==> src/hdl/sdx_pkg.sv <==
// Shared types, code tables and constants for the soundex word encoder.
// No dependencies; every other file of the block but the checker imports this package.
`default_nettype none

package sdx_pkg;

  // Digit table selection held in the language register.
  typedef enum logic {
    LANG_FRENCH  = 1'b0,
    LANG_ENGLISH = 1'b1
  } sdx_lang_t;

  // Register indexes on the configuration port.
  localparam int unsigned REG_LANGUAGE = 0;
  localparam int unsigned REG_COUNT    = 1;

  // Character constants.
  localparam logic [7:0] CHAR_UPPER_A = 8'h41;
  localparam logic [7:0] CHAR_UPPER_Z = 8'h5A;
  localparam logic [7:0] CHAR_LOWER_A = 8'h61;
  localparam logic [7:0] CHAR_LOWER_Z = 8'h7A;
  localparam logic [7:0] CASE_OFFSET  = 8'h20;
  localparam logic [7:0] CHAR_E       = 8'h45;
  localparam logic [7:0] CHAR_I       = 8'h49;
  localparam logic [7:0] CHAR_O       = 8'h4F;
  localparam logic [7:0] CHAR_U       = 8'h55;
  localparam logic [7:0] CHAR_Y       = 8'h59;
  localparam logic [7:0] CHAR_H       = 8'h48;
  localparam logic [7:0] CHAR_W       = 8'h57;

  // Word separators.
  localparam logic [7:0] SEP_NUL    = 8'h00;
  localparam logic [7:0] SEP_SPACE  = 8'h20;
  localparam logic [7:0] SEP_BANG   = 8'h21;
  localparam logic [7:0] SEP_QUOTE  = 8'h27;
  localparam logic [7:0] SEP_LPAREN = 8'h28;
  localparam logic [7:0] SEP_RPAREN = 8'h29;
  localparam logic [7:0] SEP_COMMA  = 8'h2C;
  localparam logic [7:0] SEP_PERIOD = 8'h2E;
  localparam logic [7:0] SEP_COLON  = 8'h3A;
  localparam logic [7:0] SEP_SEMI   = 8'h3B;
  localparam logic [7:0] SEP_QMARK  = 8'h3F;
  localparam logic [7:0] SEP_LBRACK = 8'h5B;
  localparam logic [7:0] SEP_RBRACK = 8'h5D;

  localparam int unsigned LETTER_COUNT = 26;
  localparam int unsigned DIGIT_COUNT  = 3;

  // Digit tables, indexed by letter position from A.
  localparam logic [3:0] FR_TABLE [LETTER_COUNT] = '{
    4'd0, 4'd1, 4'd2, 4'd3, 4'd0, 4'd9, 4'd7, 4'd0, 4'd0, 4'd7, 4'd2, 4'd4, 4'd5,
    4'd5, 4'd0, 4'd1, 4'd2, 4'd6, 4'd8, 4'd3, 4'd0, 4'd9, 4'd0, 4'd8, 4'd0, 4'd8
  };
  localparam logic [3:0] EN_TABLE [LETTER_COUNT] = '{
    4'd0, 4'd1, 4'd2, 4'd3, 4'd0, 4'd1, 4'd2, 4'd0, 4'd0, 4'd2, 4'd2, 4'd4, 4'd5,
    4'd5, 4'd0, 4'd1, 4'd2, 4'd6, 4'd2, 4'd3, 4'd0, 4'd1, 4'd0, 4'd2, 4'd0, 4'd2
  };

  // One input character as held in the input register.
  typedef struct packed {
    logic [7:0] ch;
    logic       end_of_text;
  } sdx_item_t;

  // Classification of one character.
  typedef struct packed {
    logic       separator;
    logic       letter;
    logic       consonant;
    logic [7:0] upper;
    logic [3:0] code;
  } sdx_class_t;

  // One code word.
  typedef struct packed {
    logic [7:0] first_letter;
    logic [3:0] digit_one;
    logic [3:0] digit_two;
    logic [3:0] digit_three;
    logic       word_valid;
  } sdx_result_t;

endpackage

`default_nettype wire

==> src/hdl/sdx_char_class.sv <==
// Character classifier: separator test, case folding, letter test and digit lookup.
// Depends on sdx_pkg for the tables and character constants.
`default_nettype none

module sdx_char_class
  import sdx_pkg::*;
(
  input  wire logic [7:0] ch,
  input  sdx_lang_t       language,
  output sdx_class_t      cls
);

  logic [7:0] upper;
  logic       letter;
  logic [4:0] index;
  logic       separator;
  logic       plain_vowel;
  logic [3:0] code;

  always_comb begin
    separator = 1'b0;
    case (ch)
      SEP_NUL, SEP_SPACE, SEP_BANG, SEP_QUOTE, SEP_LPAREN, SEP_RPAREN, SEP_COMMA,
      SEP_PERIOD, SEP_COLON, SEP_SEMI, SEP_QMARK, SEP_LBRACK, SEP_RBRACK: begin
        separator = 1'b1;
      end
      default: begin
        separator = 1'b0;
      end
    endcase
  end

  assign upper  = (ch >= CHAR_LOWER_A && ch <= CHAR_LOWER_Z) ? ch - CASE_OFFSET : ch;
  assign letter = (upper >= CHAR_UPPER_A) && (upper <= CHAR_UPPER_Z);
  assign index  = 5'(upper - CHAR_UPPER_A);

  // Letters that never add a digit.
  assign plain_vowel = (upper == CHAR_UPPER_A) || (upper == CHAR_E) || (upper == CHAR_I) ||
                       (upper == CHAR_O) || (upper == CHAR_U) || (upper == CHAR_Y) ||
                       (upper == CHAR_H) || (upper == CHAR_W);

  always_comb begin
    code = 4'd0;
    if (letter) begin
      case (language)
        LANG_ENGLISH: code = EN_TABLE[index];
        LANG_FRENCH:  code = FR_TABLE[index];
        default:      code = FR_TABLE[index];
      endcase
    end
  end

  assign cls.separator = separator;
  assign cls.letter    = letter;
  assign cls.consonant = letter && !plain_vowel;
  assign cls.upper     = upper;
  assign cls.code      = code;

endmodule

`default_nettype wire

==> src/hdl/sdx_word_state.sv <==
// Word state and result register: tracks the current word and builds its code.
// Depends on sdx_pkg and on sdx_char_class for the character decode.
`default_nettype none

module sdx_word_state
  import sdx_pkg::*;
(
  input  wire logic  clk,
  input  wire logic  rst,
  input  sdx_lang_t  language,
  input  wire logic  step,
  input  sdx_item_t  item,
  input  wire logic  result_taken,
  output logic       result_valid,
  output sdx_result_t result
);

  sdx_class_t  cls;

  logic        inside_word;
  logic        inside_word_next;
  logic [7:0]  held_first_letter;
  logic [7:0]  held_first_letter_next;
  logic [3:0]  code_digit_store [DIGIT_COUNT];
  logic [3:0]  code_digit_store_next [DIGIT_COUNT];
  logic [1:0]  digits_taken;
  logic [1:0]  digits_taken_next;
  logic [3:0]  previous_code;
  logic [3:0]  previous_code_next;
  logic        bad_character_seen;
  logic        bad_character_seen_next;
  logic        result_valid_next;
  sdx_result_t result_next;
  logic        word_end;

  sdx_char_class u_class (
    .ch       (item.ch),
    .language (language),
    .cls      (cls)
  );

  assign word_end = item.end_of_text || cls.separator;

  always_comb begin
    inside_word_next        = inside_word;
    held_first_letter_next  = held_first_letter;
    code_digit_store_next   = code_digit_store;
    digits_taken_next       = digits_taken;
    previous_code_next      = previous_code;
    bad_character_seen_next = bad_character_seen;
    result_valid_next       = result_valid && !result_taken;
    result_next             = result;

    if (step) begin
      if (word_end) begin
        if (inside_word) begin
          inside_word_next  = 1'b0;
          result_valid_next = 1'b1;
          if (bad_character_seen) begin
            result_next = '0;
          end else begin
            result_next.first_letter = held_first_letter;
            result_next.digit_one    = code_digit_store[0];
            result_next.digit_two    = code_digit_store[1];
            result_next.digit_three  = code_digit_store[2];
            result_next.word_valid   = 1'b1;
          end
        end
      end else if (!inside_word) begin
        inside_word_next        = 1'b1;
        held_first_letter_next  = cls.upper;
        for (int i = 0; i < DIGIT_COUNT; i++) begin
          code_digit_store_next[i] = 4'd0;
        end
        digits_taken_next       = 2'd0;
        bad_character_seen_next = !cls.letter;
        previous_code_next      = cls.code;
      end else begin
        if (!cls.letter) begin
          bad_character_seen_next = 1'b1;
        end
        if ((digits_taken < 2'(DIGIT_COUNT)) && cls.consonant && (cls.code != previous_code))
        begin
          for (int i = 0; i < DIGIT_COUNT; i++) begin
            if (digits_taken == 2'(i)) begin
              code_digit_store_next[i] = cls.code;
            end
          end
          digits_taken_next = digits_taken + 2'd1;
        end
        previous_code_next = cls.code;
      end
    end
  end

  always_ff @(posedge clk) begin
    if (rst) begin
      inside_word        <= 1'b0;
      held_first_letter  <= 8'd0;
      for (int i = 0; i < DIGIT_COUNT; i++) begin
        code_digit_store[i] <= 4'd0;
      end
      digits_taken       <= 2'd0;
      previous_code      <= 4'd0;
      bad_character_seen <= 1'b0;
      result_valid       <= 1'b0;
    end else begin
      inside_word        <= inside_word_next;
      held_first_letter  <= held_first_letter_next;
      code_digit_store   <= code_digit_store_next;
      digits_taken       <= digits_taken_next;
      previous_code      <= previous_code_next;
      bad_character_seen <= bad_character_seen_next;
      result_valid       <= result_valid_next;
    end
  end

  always_ff @(posedge clk) begin
    result <= result_next;
  end

endmodule

`default_nettype wire

==> src/hdl/soundex_word_encoder_unit.sv <==
// Top level of the soundex word encoder: stream ports, input register, configuration port.
// Depends on sdx_pkg, sdx_word_state and sdx_char_class.
//
//   Port group   Role                 Contents
//   s_*          character stream in  tdata = ch, tlast = end_of_text
//   m_*          code stream out      tdata = first letter and three digits, tuser = word_valid
//   APB          configuration        register 0 (byte address 0) = language
//
// Each character request is captured in an input register and from there passes
// through the classifier and the word state logic into the result register.
// An accepted separator passes through both registers to its code word on the output.
// A new character is taken in every cycle unless stalled. The two registers form a
// two-stage pipeline, so a stalled output only stops intake once both stages are full.
// Reset is synchronous and clears the word state, the language register and both
// valid flags; there is no clearing pass.
`default_nettype none

module soundex_word_encoder_unit
  import sdx_pkg::*;
(
  input  wire logic        clk,
  input  wire logic        rst,
  // Character stream in.
  input  wire logic        s_tvalid,
  output logic             s_tready,
  input  wire logic [7:0]  s_tdata,   // [7:0] ch
  input  wire logic        s_tlast,   // end_of_text
  // Code stream out.
  output logic             m_tvalid,
  input  wire logic        m_tready,
  output logic [23:0]      m_tdata,   // [7:0] first_letter, [11:8] digit_one,
                                      // [15:12] digit_two, [19:16] digit_three, zero pad
  output logic [0:0]       m_tuser,   // [0] word_valid
  // Configuration port.
  input  wire logic        psel,
  input  wire logic        penable,
  input  wire logic        pwrite,
  input  wire logic [2:0]  paddr,
  input  wire logic [31:0] pwdata,
  output logic [31:0]      prdata,
  output logic             pready
);

  sdx_lang_t   language;
  sdx_lang_t   language_next;
  logic        reg_index;
  logic        cfg_write;

  logic        in_valid;
  logic        in_valid_next;
  sdx_item_t   in_item;
  logic        advance;
  logic        step;
  sdx_result_t result;
  logic        result_valid;

  // Configuration: the word index is the byte address divided by four.
  assign pready    = 1'b1;
  assign reg_index = paddr[2];
  assign cfg_write = psel && penable && pwrite && pready;

  always_comb begin
    language_next = language;
    if (cfg_write && (reg_index == 1'(REG_LANGUAGE))) begin
      language_next = sdx_lang_t'(pwdata[0]);
    end
  end

  always_comb begin
    prdata = 32'd0;
    if (reg_index == 1'(REG_LANGUAGE)) begin
      prdata = {31'd0, language};
    end
  end

  always_ff @(posedge clk) begin
    if (rst) begin
      language <= LANG_FRENCH;
    end else begin
      language <= language_next;
    end
  end

  // The input stage moves on whenever the result register is free or being emptied.
  assign advance  = !result_valid || m_tready;
  assign step     = in_valid && advance;
  assign s_tready = !in_valid || advance;

  always_comb begin
    in_valid_next = in_valid;
    if (s_tvalid && s_tready) begin
      in_valid_next = 1'b1;
    end else if (advance) begin
      in_valid_next = 1'b0;
    end
  end

  always_ff @(posedge clk) begin
    if (rst) begin
      in_valid <= 1'b0;
    end else begin
      in_valid <= in_valid_next;
    end
  end

  always_ff @(posedge clk) begin
    if (s_tvalid && s_tready) begin
      in_item.ch          <= s_tdata;
      in_item.end_of_text <= s_tlast;
    end
  end

  sdx_word_state u_word (
    .clk          (clk),
    .rst          (rst),
    .language     (language),
    .step         (step),
    .item         (in_item),
    .result_taken (m_tready),
    .result_valid (result_valid),
    .result       (result)
  );

  assign m_tvalid   = result_valid;
  assign m_tdata    = {4'd0, result.digit_three, result.digit_two, result.digit_one,
                       result.first_letter};
  assign m_tuser[0] = result.word_valid;

endmodule

`default_nettype wire

==> config.mk <==
export PLATFORM = sky130hd
export DESIGN_NAME = soundex_word_encoder_unit
export DESIGN_NICKNAME = d
export VERILOG_FILES = /design/src/hdl/sdx_pkg.sv /design/src/hdl/sdx_char_class.sv /design/src/hdl/sdx_word_state.sv /design/src/hdl/soundex_word_encoder_unit.sv
export SDC_FILE = /design/constraint.sdc
export NUM_CORES = 1
export LEC_CHECK = 0
export BUFFER_PORTS_ARGS = -buffer_cell sky130_fd_sc_hd__buf_2
export CAP_MARGIN = 10
export CORE_AREA = 8 8 109 111
export DETAILED_ROUTE_END_ITERATION = 6
export DIE_AREA = 0 0 117 119
export SYNTH_ARGS = -nofsm -noshare
export SYNTH_HDL_FRONTEND = slang
export SYNTH_SLANG_ARGS = --single-unit
==> constraint.sdc <==
create_clock -name clk -period 3.7 [get_ports clk]
set_input_delay 0.555 -clock clk [delete_from_list [all_inputs] [get_ports clk]]
set_output_delay 0.555 -clock clk [all_outputs]
set_load 0.01 [all_outputs]
* After elaboration in Yosys (flattened, before gate mapping)
Memory sizes are Yosys's and may differ from the RTL's.
Index checks and enable logic that the tools add are counted.
** Storage, ports and cells
- Latch bits :: 0
- Memories :: 2
- Bits in registers :: 61
- Bits in writable memories :: 0
- Bits of input ports :: 51
- ROM bits :: 256
- Logic and storage cells :: 125
** Memories
- (no name shown) :: depth 32, width 4, rd ports 1, clocked after memory_dff 0, wr ports 0, RTL line sdx_char_class.sv:48 : default: code = FR_TABLE[index];
- (no name shown) :: depth 32, width 4, rd ports 1, clocked after memory_dff 0, wr ports 0, RTL line sdx_char_class.sv:46 : LANG_ENGLISH: code = EN_TABLE[index];
** Operators by class
- Multiply operators :: 0
- Shift operators :: 0
- Bitwise logic cells :: 5
- Eq/ne operators :: 28
- $add $sub $neg :: 3
- Magnitude comparators :: 6
- Reductions and logical operators :: 38
- Mux-type cells :: 25
- Div/mod/pow operators :: 0
** Operators by type and width (count)
- 8-bit by 6-bit == test with 1-bit output, second input constant :: 10
- 8-bit by 7-bit == test with 1-bit output, second input constant :: 10
- 4-bit 2-to-1 mux :: 8
- 12-bit 2-to-1 mux :: 2
- 8-bit by 7-bit >= comparator with 1-bit output, second input constant :: 2
- 8-bit by 7-bit <= comparator with 1-bit output, second input constant :: 2
- 13-bit OR reduction :: 1
- 3-bit AND reduction :: 4
- 4-bit AND reduction :: 3
- 1-bit logical AND :: 11
- 1-bit 2-to-1 mux :: 11
- 1-bit logical OR :: 10
- 2-bit != test, second input constant :: 5
- 8-bit zero test :: 1
- 8-bit 2-to-1 mux :: 1
- 4-bit one-hot mux with 2 select lines :: 1
- 8-bit by 6-bit subtractor with 8-bit output, second input constant :: 1
- 6-bit >= comparator, second input constant :: 1
- 5-bit inverter with 6-bit output :: 1
- 1-bit zero test :: 5
- 5-bit by 1-bit subtractor with 5-bit output, second input constant :: 1
- 2-bit 2-to-1 mux :: 2
- 4-bit != test :: 1
- 1-bit inverter :: 4
- 7 further kinds :: 7

* Logic depth before layout (Yosys ltp)
- Word-level depth :: 17
- Gate-level depth with buffers :: 14

* Cells and area by module
Synthesis repeated with hierarchy kept, for this count alone.
** Unflattened totals
- Cells, all modules :: 351
- Area, all modules :: 3489.6 µm²
** Modules (own cells, without submodules)
- sdx_word_state :: cells each 178, times used 1, area an instance 2021.9 µm²
- sdx_char_class :: cells each 113, times used 1, area an instance 780.7 µm²
- soundex_word_encoder_unit :: cells each 60, times used 1, area an instance 686.9 µm²

* Worst setup path before layout
No wires, ideal clock.
- Path kind :: register -> register
- From :: reg, netlist name in_item[1]
- To :: reg u_word.code_digit_store[0] (netlist name)
- Arrival time :: 2.979 ns
- Setup slack :: 0.605 ns
- Cell stages (with the launch flop) :: 14
- Cell sequence :: edfxtp_1 buf_2 inv_1 ha_1 buf_4 buf_6 xnor2_1 mux2i_1 nor4_1 a311o_1 a221o_1 buf_6 o211a_1 a31o_1
** On the way
- Word-level cells in the longest chain between the ends :: 17
- Elaborated cells on any way between the ends :: 60
** RTL lines
- parallel branches: the longest is 17 deep, another holds 8-bit by 7-bit >= comparator with 1-bit output
- to (signal assigned) :: RTL line sdx_word_state.sv:110 : code_digit_store <= code_digit_store_next;
- to (decl) :: RTL line sdx_word_state.sv:24 : logic [3:0] code_digit_store [DIGIT_COUNT];
Several ways; the timed one is not identified. The select of a mux whose other input is x is not followed.
A chain may end at the register's enable or synchronous reset.

* Worst setup path in the final report
- From :: reg, netlist name in_item[1]
- To :: reg u_word.code_digit_store[6] (netlist name)
** On the way
- Word-level cells in the longest chain between the ends :: 17
- Elaborated cells on any way between the ends :: 60
** RTL lines
- parallel branches: the longest is 17 deep, another holds 8-bit by 7-bit >= comparator with 1-bit output
Several ways; the timed one is not identified. The select of a mux whose other input is x is not followed.

==> out/results.ini <==
[yosys]
yosys.area.top_type=edfxtp_1
yosys_warnings=0
synth_most_common_cell=buf_4
synth_cells=400
synth_common_cells=buf_4, dfxtp_1, edfxtp_1
yosysSeqAreaShare_pct=40.30
async_reset_ff_share_pct=0
syn_area_um2=3775
synth_area_leaders=edfxtp_1, dfxtp_1, buf_4, ha_1, nor2b_1
synth_edf_count=30
ys_types=72
yosysTopAreaCellShare_pct=23.86
synth_flop_cell=dfxtp_1
postSynthAreaPerCell_um2=9.437
synth_seq_cells=61

[die]
rows=37
coreArea_um2=10090
dieArea_um2=13920
fp.dieW_um=117
start_util_pct=37.40
die_h_um=119
ios=111

[cts]
htreeDepth=3
cts.sinks=61
clock_latency_ps=350
cts_resized=0
cts_buffer_depth=2
cts_buffers=9
holdBufCountCts=0
cts_root_buf=clkbuf_8
cts_tree=built
post-cts-setup-buffers=0
path_clk_slew_ps=70

[setup_path]
arrival_ps=3760
crit_type=reg2reg
rr_worst_depth=10
reg2reg_from=in_item[1]$_DFFE_PP_
slowest_stage=a221o_1
crit_fanout=14
max_stage_delay_ps=470
start_kind=flip-flop
path_cells=inv_1 > ha_1 > nor2b_1 > nand3_1 > a211o_1 > a31oi_1 > xor2_1 > a221o_1 > o211ai_1 > mux2i_1
cp.required_ps=3980
critPathTopFamily=compound AO/OA/AOI/OAI gates
cp_num_buf_inv=1
r2r_slack_ps=210
reg2reg_to=u_word.code_digit_store[6]$_SDFFE_PP0P_
path_depth=10
cp-end-kind=flip-flop

[finish]
seq_area_um2=1521
fin_cells=579
fillerInstances=1042
num_antenna_cells=0
multi_input_area_um2=1901
final_nets=501
drive_above_1_share_pct=18.74
area_growth_pct=9.480

[timing]
finalSetupViolations=0
max_clock_freq_mhz=286.6
hold_viol=0
tns_ps=0
worst_pin_slew_ps=1018
period_minus_slack_ps=3489
holdWs_ps=378.4
finClkSkew_ps=7.680
fin_ws_ps=211.3
maxSlewViolCount=0
post-route-period-util_pct=94.29
rsz0062_at_grt=no
relSlewSlack_pct=31.62

[power]
vdd_drop_max_uv=196.5
power_density_nw_per_um2=371.4
leakagePower_nw=1.742
power_mw=1.535

[global_route]
grt_use_met1_pct=15.87
first_global_vias=2927
antenna_found_initial=0
grt_max_degree=23
gr-max-usage-layer=met2
grt_pass1_wl_mm=13.87
grt_usage_pct=12.37
met2_usage_pct=19.37
use_met3_pct=2.981
grt.overflow.total=0

[hold_path]
worstHoldEndpoint=in_item[6]$_DFFE_PP_
hp-start=s_tdata[5]
hold_depth=1
hp-class=in2reg

[drt]
drt_first_pass_iters=5
vias=2953
wl_per_cell_um=14.45
drc=0
drt-initial-drc-count=216
postRouteWirelength_mm=8.366
routed_via_density=5.100
ant_nets=0

[outcome]
status=finished clean

[placed_design]
gp_congestion=0.8714
io_buffers=41
placed_cells=563
dp_slack_ps=272.2
dp.final_hpwl_mm=6.195

[run]
maxCapViolCount=0

-- layer usage --
metal,up-vias,part of all wire (%)
met4,0,1.9
li1,1460,-
met1,1380,48
met5,-,0
met3,13,5.7
met2,100,45
-- final cells by class --
class | count | area share [%]
Multi-Input combinational cell | 294 | 45.99
Timing Repair Buffer | 53 | 7.145
Sequential cell | 61 | 36.82
Inverter | 19 | 1.726
Clock inverter | 7 | 1.211
Tap cell | 136 | 4.117
Clock buffer | 9 | 2.997
-- kinds of logic (layout without fill, tap and decap cells) --
| kind of cell | Yosys count | in the layout | synth area share (%) |
|---|---|---|---|
| compound gates | 112 | 112 | 21.78 |
| mux | 5 | 5 | 1.326 |
| other cells | 2 | 36 | 0.1989 |
| fa+ha+maj | 12 | 12 | 3.977 |
| xor+xnor | 5 | 5 | 1.359 |
| simple gates | 124 | 124 | 18.33 |
| buf+inv | 79 | 88 | 12.73 |
| flops | 61 | 61 | 40.30 |
-- registers in the layout, summed over array words and instances, names as in the netlist, 2 cells and up --
name / count
in_item: 9
u_word.code_digit_store: 12
u_word.digits_taken: 2
u_word.held_first_letter: 8
u_word.previous_code: 4
u_word.result: 21
-- report_power, final --
group | internal, mW | switching (mW)
clock network | 0.245 | 0.286
logic | 0.0891 | 0.165
registers | 0.722 | 0.0280
total | 1.06 | 0.479
-- cell usage in the layout (no fill, tap or decap), drive strengths merged, types with 6 or more instances in the layout --
cell type  synthesis  routed
a21oi             29      29
a31o               6       6
and2               9       9
buf               51      53
clkbuf             9       9
conb               2      36
dfxtp             31      31
edfxtp            30      30
ha                12      12
inv               19      21
nand2             25      25
nand3              7       7
nor2              22      22
nor2b             23      23
o2111ai            6       6
o211a              8       8
o211ai             8       8
o21ai             16      16
-- worst max path at each step --
stage | from | slack, ps | end
4_1_cts | in_item[1]$_DFFE_PP_ | 230 | u_word.code_digit_store[6]$_SDFFE_PP0P_
6_report | in_item[1]$_DFFE_PP_ | 210 | u_word.code_digit_store[6]$_SDFFE_PP0P_
2_1_floorplan | in_item[1]$_DFFE_PP_ | 610 | u_word.code_digit_store[0]$_SDFFE_PP0P_
3_3_place_gp | in_item[1]$_DFFE_PP_ | 340 | u_word.code_digit_store[6]$_SDFFE_PP0P_
5_1_grt | in_item[1]$_DFFE_PP_ | 30 | u_word.code_digit_store[6]$_SDFFE_PP0P_
3_5_place_dp | in_item[1]$_DFFE_PP_ | 270 | u_word.code_digit_store[6]$_SDFFE_PP0P_
-- per-stage QoR --
stage | cell area [um^2] | util, %
floorplan | 3902 | -
global placement | 3959 | 39.23
detailed placement | 3959 | 39.23
CTS | 4133 | 40.95
global route | 4133 | 40.95
finish | 4133 | 40.95
(Power assumes the default switching activity.)
